==> src/hdl/rcgf_pkg.sv <==
package rcgf_pkg;

  localparam int RADIX_W     = 6;
  localparam int LIMIT_W     = 48;
  localparam int OUT_W       = 49;
  localparam int COUNT_W     = 48;
  localparam int INDEX_W     = 2;
  localparam int QUEUE_DEPTH = 4;
  localparam int QPTR_W      = 2;

  localparam logic [INDEX_W-1:0] REG_RADIX     = 2'd0;
  localparam logic [INDEX_W-1:0] REG_GAP_MODE  = 2'd1;
  localparam logic [INDEX_W-1:0] REG_GAP_LIMIT = 2'd2;

  localparam logic [RADIX_W-1:0] RADIX_RESET = 6'd10;
  localparam logic [RADIX_W-1:0] RADIX_MIN   = 6'd2;
  localparam logic [RADIX_W-1:0] RADIX_MAX   = 6'd36;
  localparam logic [RADIX_W-1:0] LETTER_BASE = 6'd10;
  localparam logic [LIMIT_W-1:0] LIMIT_RESET = 48'd50;

  localparam logic MODE_PAIR      = 1'b0;
  localparam logic MODE_INTERVAL  = 1'b1;
  localparam logic GAP_MODE_RESET = MODE_INTERVAL;

  localparam logic [7:0] CHAR_NUL     = 8'h00;
  localparam logic [7:0] CHAR_NEWLINE = 8'h0A;
  localparam logic [7:0] CHAR_HYPHEN  = 8'h2D;
  localparam logic [7:0] CHAR_ZERO    = 8'h30;
  localparam logic [7:0] CHAR_NINE    = 8'h39;
  localparam logic [7:0] CHAR_UPPER_A = 8'h41;
  localparam logic [7:0] CHAR_UPPER_Z = 8'h5A;
  localparam logic [7:0] CHAR_LOWER_A = 8'h61;
  localparam logic [7:0] CHAR_LOWER_Z = 8'h7A;
  localparam logic [7:0] CASE_BIT     = 8'h20;

  typedef enum logic [1:0] {
    OP_SKIP   = 2'd0,
    OP_STOP   = 2'd1,
    OP_DIGIT  = 2'd2,
    OP_REJECT = 2'd3
  } op_t;

  typedef struct packed {
    op_t                op;
    logic [RADIX_W-1:0] digit;
    logic               finish;
  } token_t;

endpackage

==> src/hdl/radix_code_gap_finder_top.sv <==
// a line end passes the queue, exec line register, report hold and output registers
// throughput: one byte per cycle while sym_stall is low; the back end pops a byte when
// the queue is not empty and no line end waits on an untaken line; a four-word queue
// parts byte intake from the accumulate and report stages; synchronous active-high rst
// sets radix 10, gap mode 1, limit 50, clears line state, last value, queue, results
module radix_code_gap_finder_top #(
  parameter int VALUE_BITS = 48
) (
  input  logic                               clk,
  input  logic                               rst,
  input  logic                               sym_valid,
  output logic                               sym_stall,
  input  logic [7:0]                         symbol,
  input  logic                               end_line,
  output logic                               gap_valid,
  input  logic                               gap_stall,
  output logic signed [rcgf_pkg::OUT_W-1:0]  first_value,
  output logic signed [rcgf_pkg::OUT_W-1:0]  second_value,
  output logic [rcgf_pkg::COUNT_W-1:0]       gap_count,
  input  logic                               wr_en,
  input  logic [rcgf_pkg::INDEX_W-1:0]       wr_index,
  input  logic [rcgf_pkg::LIMIT_W-1:0]       wr_data
);
  import rcgf_pkg::*;

  logic [RADIX_W-1:0]        radix;
  logic                      gap_mode;
  logic [LIMIT_W-1:0]        gap_limit;
  token_t                    token_in;
  token_t                    token_out;
  logic                      push;
  logic                      pop;
  logic                      queue_empty;
  logic                      queue_full;
  logic                      line_take;
  logic                      line_valid;
  logic signed [VALUE_BITS:0] line_value;
  logic signed [VALUE_BITS:0] line_last;

  always_ff @(posedge clk) begin
    if (rst) begin
      radix     <= RADIX_RESET;
      gap_mode  <= GAP_MODE_RESET;
      gap_limit <= LIMIT_RESET;
    end else if (wr_en) begin
      case (wr_index)
        REG_RADIX: begin
          radix <= wr_data[RADIX_W-1:0];
        end
        REG_GAP_MODE: begin
          gap_mode <= wr_data[0];
        end
        REG_GAP_LIMIT: begin
          gap_limit <= wr_data;
        end
        default: begin
        end
      endcase
    end
  end

  rcgf_front u_front (
    .sym_valid  (sym_valid),
    .symbol     (symbol),
    .end_line   (end_line),
    .queue_full (queue_full),
    .sym_stall  (sym_stall),
    .push       (push),
    .token      (token_in)
  );

  rcgf_queue u_queue (
    .clk       (clk),
    .rst       (rst),
    .push      (push),
    .token_in  (token_in),
    .pop       (pop),
    .token_out (token_out),
    .empty     (queue_empty),
    .full      (queue_full)
  );

  rcgf_exec #(
    .VALUE_BITS (VALUE_BITS)
  ) u_exec (
    .clk         (clk),
    .rst         (rst),
    .token       (token_out),
    .queue_empty (queue_empty),
    .radix       (radix),
    .line_take   (line_take),
    .pop         (pop),
    .line_valid  (line_valid),
    .line_value  (line_value),
    .line_last   (line_last)
  );

  rcgf_report #(
    .VALUE_BITS (VALUE_BITS)
  ) u_report (
    .clk          (clk),
    .rst          (rst),
    .line_valid   (line_valid),
    .line_value   (line_value),
    .line_last    (line_last),
    .gap_mode     (gap_mode),
    .gap_limit    (gap_limit),
    .gap_stall    (gap_stall),
    .line_take    (line_take),
    .gap_valid    (gap_valid),
    .first_value  (first_value),
    .second_value (second_value),
    .gap_count    (gap_count)
  );

endmodule

==> src/hdl/rcgf_front.sv <==
module rcgf_front (
  input  logic            sym_valid,
  input  logic [7:0]      symbol,
  input  logic            end_line,
  input  logic            queue_full,
  output logic            sym_stall,
  output logic            push,
  output rcgf_pkg::token_t token
);
  import rcgf_pkg::*;

  logic [7:0] upper;

  assign sym_stall = queue_full;
  assign push      = sym_valid && !queue_full;

  always_comb begin
    upper        = symbol;
    token.op     = OP_REJECT;
    token.digit  = '0;
    token.finish = end_line;
    if (symbol >= CHAR_LOWER_A && symbol <= CHAR_LOWER_Z) begin
      upper = symbol - CASE_BIT;
    end
    if (symbol == CHAR_NEWLINE) begin
      token.op     = OP_SKIP;
      token.finish = 1'b1;
    end else if (symbol == CHAR_NUL) begin
      token.op = OP_STOP;
    end else if (upper == CHAR_HYPHEN) begin
      token.op = OP_SKIP;
    end else if (upper >= CHAR_ZERO && upper <= CHAR_NINE) begin
      token.op    = OP_DIGIT;
      token.digit = RADIX_W'(upper - CHAR_ZERO);
    end else if (upper >= CHAR_UPPER_A && upper <= CHAR_UPPER_Z) begin
      token.op    = OP_DIGIT;
      token.digit = RADIX_W'(upper - CHAR_UPPER_A) + LETTER_BASE;
    end
  end

endmodule

==> src/hdl/rcgf_queue.sv <==
module rcgf_queue (
  input  logic             clk,
  input  logic             rst,
  input  logic             push,
  input  rcgf_pkg::token_t token_in,
  input  logic             pop,
  output rcgf_pkg::token_t token_out,
  output logic             empty,
  output logic             full
);
  import rcgf_pkg::*;

  token_t              slots [QUEUE_DEPTH];
  logic [QPTR_W-1:0]   wr_ptr;
  logic [QPTR_W-1:0]   rd_ptr;
  logic [QPTR_W:0]     fill;

  always_ff @(posedge clk) begin
    if (rst) begin
      wr_ptr <= '0;
      rd_ptr <= '0;
      fill   <= '0;
    end else begin
      if (push) begin
        wr_ptr <= wr_ptr + 1'b1;
      end
      if (pop) begin
        rd_ptr <= rd_ptr + 1'b1;
      end
      case ({push, pop})
        2'b10: begin
          fill <= fill + 1'b1;
        end
        2'b01: begin
          fill <= fill - 1'b1;
        end
        default: begin
          fill <= fill;
        end
      endcase
    end
  end

  always_ff @(posedge clk) begin
    if (push) begin
      slots[wr_ptr] <= token_in;
    end
  end

  assign token_out = slots[rd_ptr];
  assign empty     = (fill == '0);
  assign full      = (fill == (QPTR_W+1)'(QUEUE_DEPTH));

endmodule

==> src/hdl/rcgf_exec.sv <==
module rcgf_exec #(
  parameter int VALUE_BITS = 48
) (
  input  logic                              clk,
  input  logic                              rst,
  input  rcgf_pkg::token_t                  token,
  input  logic                              queue_empty,
  input  logic [rcgf_pkg::RADIX_W-1:0]      radix,
  input  logic                              line_take,
  output logic                              pop,
  output logic                              line_valid,
  output logic signed [VALUE_BITS:0]        line_value,
  output logic signed [VALUE_BITS:0]        line_last
);
  import rcgf_pkg::*;

  localparam int VW = VALUE_BITS + 1;
  localparam int PW = VALUE_BITS + RADIX_W + 1;

  logic [VALUE_BITS-1:0]  accumulator;
  logic [VALUE_BITS-1:0]  accumulator_next;
  logic                   too_large;
  logic                   too_large_next;
  logic                   bad_digit;
  logic                   bad_digit_next;
  logic                   line_rejected;
  logic                   line_rejected_next;
  logic                   text_stopped;
  logic                   text_stopped_next;
  logic signed [VW-1:0]   last_value;
  logic signed [VW-1:0]   value;
  logic [PW-1:0]          product;
  logic                   radix_ok;

  assign radix_ok = (radix >= RADIX_MIN) && (radix <= RADIX_MAX);
  assign product  = PW'(accumulator) * PW'(radix) + PW'(token.digit);
  assign pop      = !queue_empty && (!token.finish || !line_valid || line_take);

  always_comb begin
    accumulator_next   = accumulator;
    too_large_next     = too_large;
    bad_digit_next     = bad_digit;
    line_rejected_next = line_rejected;
    text_stopped_next  = text_stopped;
    if (!line_rejected && !text_stopped) begin
      case (token.op)
        OP_STOP: begin
          text_stopped_next = 1'b1;
        end
        OP_REJECT: begin
          line_rejected_next = 1'b1;
        end
        OP_DIGIT: begin
          if (!radix_ok || token.digit >= radix) begin
            bad_digit_next = 1'b1;
          end else if (!too_large && !bad_digit) begin
            if (product[PW-1:VALUE_BITS] != '0) begin
              too_large_next = 1'b1;
            end else begin
              accumulator_next = product[VALUE_BITS-1:0];
            end
          end
        end
        default: begin
        end
      endcase
    end
    if (!radix_ok || bad_digit_next || too_large_next) begin
      value = {VW{1'b1}};
    end else begin
      value = signed'({1'b0, accumulator_next});
    end
  end

  always_ff @(posedge clk) begin
    if (rst) begin
      accumulator   <= '0;
      too_large     <= 1'b0;
      bad_digit     <= 1'b0;
      line_rejected <= 1'b0;
      text_stopped  <= 1'b0;
      last_value    <= '0;
      line_valid    <= 1'b0;
    end else begin
      if (pop && token.finish && !line_rejected_next) begin
        line_valid <= 1'b1;
      end else if (line_take) begin
        line_valid <= 1'b0;
      end
      if (pop) begin
        if (token.finish) begin
          accumulator   <= '0;
          too_large     <= 1'b0;
          bad_digit     <= 1'b0;
          line_rejected <= 1'b0;
          text_stopped  <= 1'b0;
          if (!line_rejected_next) begin
            last_value <= value;
            line_value <= value;
            line_last  <= last_value;
          end
        end else begin
          accumulator   <= accumulator_next;
          too_large     <= too_large_next;
          bad_digit     <= bad_digit_next;
          line_rejected <= line_rejected_next;
          text_stopped  <= text_stopped_next;
        end
      end
    end
  end

endmodule

==> src/hdl/rcgf_report.sv <==
module rcgf_report #(
  parameter int VALUE_BITS = 48
) (
  input  logic                               clk,
  input  logic                               rst,
  input  logic                               line_valid,
  input  logic signed [VALUE_BITS:0]         line_value,
  input  logic signed [VALUE_BITS:0]         line_last,
  input  logic                               gap_mode,
  input  logic [rcgf_pkg::LIMIT_W-1:0]       gap_limit,
  input  logic                               gap_stall,
  output logic                               line_take,
  output logic                               gap_valid,
  output logic signed [rcgf_pkg::OUT_W-1:0]  first_value,
  output logic signed [rcgf_pkg::OUT_W-1:0]  second_value,
  output logic [rcgf_pkg::COUNT_W-1:0]       gap_count
);
  import rcgf_pkg::*;

  localparam int VW = VALUE_BITS + 1;
  localparam int DW = VALUE_BITS + 2;
  localparam int RW = ((DW > OUT_W) ? DW : OUT_W) + 1;
  localparam logic signed [RW-1:0] ONE_W = RW'(1);

  logic signed [DW-1:0] line_diff;
  logic                 line_gap;
  logic                 held_valid;
  logic signed [VW-1:0] held_value;
  logic signed [VW-1:0] held_last;
  logic signed [DW-1:0] held_count;
  logic                 out_free;
  logic                 held_free;
  logic signed [RW-1:0] last_w;
  logic signed [RW-1:0] value_w;
  logic signed [RW-1:0] count_w;
  logic signed [RW-1:0] limit_w;
  logic signed [RW-1:0] first_w;
  logic signed [RW-1:0] second_w;
  logic signed [RW-1:0] cnt_w;
  logic                 fits;

  // value - last - 1
  assign line_diff = DW'(line_value) + ~DW'(line_last);
  assign line_gap  = !line_diff[DW-1] && (line_diff != '0);

  assign out_free  = !gap_valid || !gap_stall;
  assign held_free = !held_valid || out_free;
  assign line_take = line_valid && (!line_gap || held_free);

  always_comb begin
    last_w  = RW'(held_last);
    value_w = RW'(held_value);
    count_w = RW'(held_count);
    limit_w = RW'({1'b0, gap_limit});
    fits    = (count_w <= limit_w);
    if (gap_mode == MODE_PAIR) begin
      first_w  = last_w;
      second_w = value_w;
      cnt_w    = count_w;
    end else begin
      first_w  = last_w + ONE_W;
      second_w = fits ? (value_w - ONE_W) : (last_w + limit_w);
      cnt_w    = fits ? count_w : limit_w;
    end
  end

  always_ff @(posedge clk) begin
    if (rst) begin
      held_valid <= 1'b0;
      gap_valid  <= 1'b0;
    end else begin
      if (held_free) begin
        held_valid <= line_valid && line_gap;
      end
      if (out_free) begin
        gap_valid <= held_valid;
      end
    end
  end

  always_ff @(posedge clk) begin
    if (line_valid && line_gap && held_free) begin
      held_value <= line_value;
      held_last  <= line_last;
      held_count <= line_diff;
    end
    if (held_valid && out_free) begin
      first_value  <= first_w[OUT_W-1:0];
      second_value <= second_w[OUT_W-1:0];
      gap_count    <= cnt_w[COUNT_W-1:0];
    end
  end

endmodule

==> config.mk <==
export PLATFORM = sky130hd
export DESIGN_NAME = radix_code_gap_finder_top
export DESIGN_NICKNAME = d
export VERILOG_FILES = /design/src/hdl/rcgf_pkg.sv /design/src/hdl/radix_code_gap_finder_top.sv /design/src/hdl/rcgf_front.sv /design/src/hdl/rcgf_queue.sv /design/src/hdl/rcgf_exec.sv /design/src/hdl/rcgf_report.sv
export SDC_FILE = /design/constraint.sdc
export NUM_CORES = 2
export LEC_CHECK = 0
export BUFFER_PORTS_ARGS = -buffer_cell sky130_fd_sc_hd__buf_2
export CAP_MARGIN = 20
export CELL_PAD_IN_SITES_DETAIL_PLACEMENT = 1
export CELL_PAD_IN_SITES_GLOBAL_PLACEMENT = 1
export CORE_MARGIN = 2
export CORE_UTILIZATION = 25
export DETAILED_ROUTE_END_ITERATION = 10
export PLACE_DENSITY = 0.47
export SETUP_SLACK_MARGIN = 0.5
export SYNTH_ARGS = -nofsm -noshare
export SYNTH_HDL_FRONTEND = slang
export SYNTH_SLANG_ARGS = --single-unit
export TNS_END_PERCENT = 100
==> constraint.sdc <==
create_clock -name clk -period 20.2 [get_ports clk]
set_input_delay 3.03 -clock clk [delete_from_list [all_inputs] [get_ports clk]]
set_output_delay 3.03 -clock clk [all_outputs]
set_load 0.03 [all_outputs]
==> flow_summary_export.csv <==
group,metric,value,unit
logic_synthesis,number_of_enable_type_register_cells_in_the_synthesized_netlist,428,
global_route,grt_antenna_before_repair,1,
min_path,hold_start,"u_exec.last_value[11]",
layout,n_antenna_cell,0,
logic_synthesis,synth_seq_cells,596,
route,detail_route.vias_per_cell,4.75,
place,globalplace.congestion,0.809,
logic_synthesis,synth_top_area_share,31.7,%
setup_path,cp_num_buf_inv,6,
timing,final.period_utilization,41.8,%
layout,post_synthesis_to_final_layout_area_growth,14.2,%
global_route,number_of_global_route_vias_before_repair,32000,
power,cellPowerDensity,82.7,mW/mm^2
die,die_height,407,microns
clock_tree,ctsResizeCount,0,
layout,combined_area_of_the_multi_input_logic_cells,0.0228,sq mm
layout,post_route_cells_drive_above_1_share,9.67,%
logic_synthesis,mappedNetlistNets,4580,
route,routed_wl,131000,microns
setup_path,worstReg2RegStart,"radix[5]",
global_route,wire_length_of_the_first_global_routing_pass,202000,microns
timing,grt_setup_unrepaired,"no",
power,leakagePower,19.2,nW
route,vias,30300,
route,number_of_detailed_routing_iterations_run_before_antenna_repair,5,
outcome,run_status,"finished, final reports clean",
power,p_int,2.57,mW
timing,max_slew.worst_pin.slew,1030,ps
route,route.detailed.wl_per_inst,20.5,microns
die,num_io_pins,212,
power,p_comb_share,24.0,%
clock_tree,cts_setup_buffers,0,
timing,count_of_final_max_slew_check_failures,0,
clock_tree,clock_tree.root_cell,"sky130_fd_sc_hd__clkbuf_16",
route,drt_iter0_markers,1529,
place,detailed_place_hpwl,105000,microns
logic_synthesis,ys_types,92,
logic_synthesis,netlist_instances,4038,
power,power.net_switching,1.27,mW
timing,timing.fmax,0.118,GHz
clock_tree,ctsHtreeMaxLevel,3,
logic_synthesis,synthArstFlopShare,0,%
logic_synthesis,syn-mean-instance-area,10.1,sq um
layout,final_core_util,28.8,%
clock_tree,clock_sinks,596,
place,dpl_cell_area,0.0439,sq mm
die,fp-row-count,147,
clock_tree,cts_buffers,72,
setup_path,path_class,"reg -> reg",
layout,final_area,0.0464,sq mm
timing,worst_slew_margin_rel,31.6,%
logic_synthesis,synth_warnings,0,
logic_synthesis,synth_top_cells_by_area,"sky130_fd_sc_hd__edfxtp_1 32%, sky130_fd_sc_hd__fa_1 9.4%, sky130_fd_sc_hd__ha_1 8.8%",
route,drcViolationCount,0,
min_path,min_path_type,"reg -> reg",
die,core,0.161,sq mm
timing,timing.setup.tns,0,ps
clock_tree,clk_pin_slew_worst_paths,60,ps
die,die_w,407,microns
die,start_util,25.2,%
die,fp.dieArea,0.166,sq mm
global_route,grt_use_total,15.9,%
power,finalPower,3.83,mW
timing,final.setup_skew,46.6,ps
setup_path,required,20680,ps
place,post-place-ws,11640,ps
layout,sequential_cell_area,0.0162,sq mm
setup_path,crit_path_frequent_cell,"sky130_fd_sc_hd__fa_1",
setup_path,crit_family,"adder cells",
logic_synthesis,synth.cell_area,0.0406,sq mm
flow_run,maxCapViolations,0,
setup_path,crit_fanout,50,
power,seq_power_share,41.1,%
logic_synthesis,synthDominantAreaCellType,"sky130_fd_sc_hd__edfxtp_1",
route,post_detailed_route_count_of_antenna_violating_nets,0,
timing,hold_violations,0,
setup_path,endpoint_kind,"register",
setup_path,cp_slowest_stage_delay,570,ps
global_route,grt_max_degree,86,
timing,setup_viol,0,
clock_tree,cts-root-to-sink-buffers,3,
setup_path,cp_slowest_cell,"sky130_fd_sc_hd__or4b_1",
clock_tree,tritoncts,"yes",
setup_path,arrival,8920,ps
power,p_clk_share,34.8,%
layout,fillers,18200,
logic_synthesis,yosys_most_used_dff,"sky130_fd_sc_hd__edfxtp_1",
setup_path,crit_path_cell_trace,"buf_4 -> nand2_1 -> fa_1 -> fa_1 -> inv_1 -> fa_1 -> inv_1 -> fa_1 -> inv_1 -> ha_1 -> o211ai_1 -> o21ai_0 -> o211a_1 -> o2111ai_1 -> nand3_1 -> a31oi_1 -> o211a_1 -> or4_1 -> or4b_1 -> o31ai_4 -> buf_4 -> and2_1 -> buf_4 -> a211oi_1",
setup_path,crit_start,"radix[5]",
setup_path,critPathLaunchType,"register",
global_route,gr-total-overflow,0,
power,swShare,33.0,%
power,vdd_drop_max,0.0000563,V
timing,layout_min_cycle_time,8440,ps
clock_tree,hold_bufs_inserted_after_cts,0,
logic_synthesis,yosysSeqAreaShare,39.9,%
place,placement.io_buffers,211,
timing,setup_ws,11760,ps
clock_tree,clkLatencyLatePin,680,ps
layout,final_nets,4701,
[power by group through the flow]
| stage | combinational (mW) | sequential [mW] | clock, mW |
|---|---|---|---|
| finish | 0.921 | 1.58 | 1.33 |
| floorplan | 0.620 | 1.59 | 0 |
| detailed placement | 0.937 | 1.60 | 0 |
| CTS | 0.941 | 1.58 | 1.38 |
| global placement | 0.931 | 1.60 | 0 |
| global route | 1.03 | 1.59 | 1.42 |
[Yosys cell counts, types with 58 or more instances]
cell	n
sky130_fd_sc_hd__edfxtp_1	428
sky130_fd_sc_hd__nand2_1	418
sky130_fd_sc_hd__and2_1	293
sky130_fd_sc_hd__ha_1	287
sky130_fd_sc_hd__a21oi_1	259
sky130_fd_sc_hd__o21ai_0	240
sky130_fd_sc_hd__nor2_1	220
sky130_fd_sc_hd__inv_1	218
sky130_fd_sc_hd__fa_1	191
sky130_fd_sc_hd__dfxtp_1	168
sky130_fd_sc_hd__clkbuf_1	165
sky130_fd_sc_hd__xnor2_1	113
sky130_fd_sc_hd__a21o_1	78
sky130_fd_sc_hd__a22o_1	71
sky130_fd_sc_hd__nand3_1	69
sky130_fd_sc_hd__a211oi_1	67
sky130_fd_sc_hd__nor3_1	67
sky130_fd_sc_hd__xor2_1	67
sky130_fd_sc_hd__mux2i_1	58
[flip-flops by register name, indices dropped and copies added, names as in the netlist, 49 cells and up, named ones only]
register	cells
u_exec.last_value	49
u_exec.line_last	49
u_exec.line_value	49
u_report.first_value	49
u_report.held_count	50
u_report.held_last	49
u_report.held_value	49
u_report.second_value	49
[per-layer routing]
metal	GRT usage [%]	wire, microns	up-vias
met5	0	0	-
met4	4.45	3360	0
met3	1.58	3340	141
met2	25.0	58400	369
met1	22.9	65800	15100
li1	-	-	14700
[worst reg2reg max path, delay by kind of cell, from the launching register on]
family / cells / cell delay [ps]
flip-flops: 1 / 310
AO/OA/AOI/OAI: 8 / 2050
AND/OR/NAND/NOR: 5 / 1760
adder cells (fa/ha/maj): 5 / 2500
buffers and inverters: 6 / 1620
[layout make-up]
| cell class | instances | area share, % |
|---|---|---|
| clock inverter | 31 | 0.969 |
| multi-input combinational | 3026 | 49.3 |
| inverter | 218 | 1.77 |
| clock buffer | 102 | 4.32 |
| sequential | 596 | 35.0 |
| tap | 2160 | 5.83 |
| timing repair buffer | 245 | 2.85 |
[cells by family (layout without fill, tap and decap cells)]
kind of cell / Yosys count / in the layout / synth area share [%]
flops: 596 / 596 / 39.9
xor+xnor: 180 / 180 / 3.88
simple gates: 1345 / 1345 / 16.7
compound gates: 954 / 954 / 15.2
fa+ha+maj: 478 / 478 / 18.3
mux: 69 / 69 / 1.99
buf+inv: 416 / 596 / 4.00
[placed cells by master, fill, tap and decap left out, drive strengths merged, types with 34 or more instances in the layout]
cell      n
a211oi   69
a21o     78
a21oi   259
a22o     71
and2    295
and3     34
buf     245
clkbuf  102
dfxtp   168
edfxtp  428
fa      191
ha      287
inv     225
mux2i    58
nand2   418
nand2b   38
nand3    70
nand4    54
nor2    220
nor3     67
o21ai   244
or3      34
xnor2   113
xor2     67
[worst paths after layout]
path / endpoint / slack, ps / cells after the start
setup / recovery: u_exec.last_value[35] / 11760 / 24
hold / removal: u_exec.line_last[11] / 410 / 0
setup reg to reg: u_exec.last_value[35] / 11760 / 24
hold reg to reg: u_exec.line_last[11] / 410 / 0
[through the flow]
| stage | hold WS (ps) | cells |
|---|---|---|
| global placement | 418 | 6244 |
| floorplan | 409 | 4038 |
| detailed placement | 418 | 6245 |
| global route | 413 | 6378 |
| finish | 413 | 6378 |
| CTS | 410 | 6378 |
Note: power is estimated with default switching activity, not from simulation.
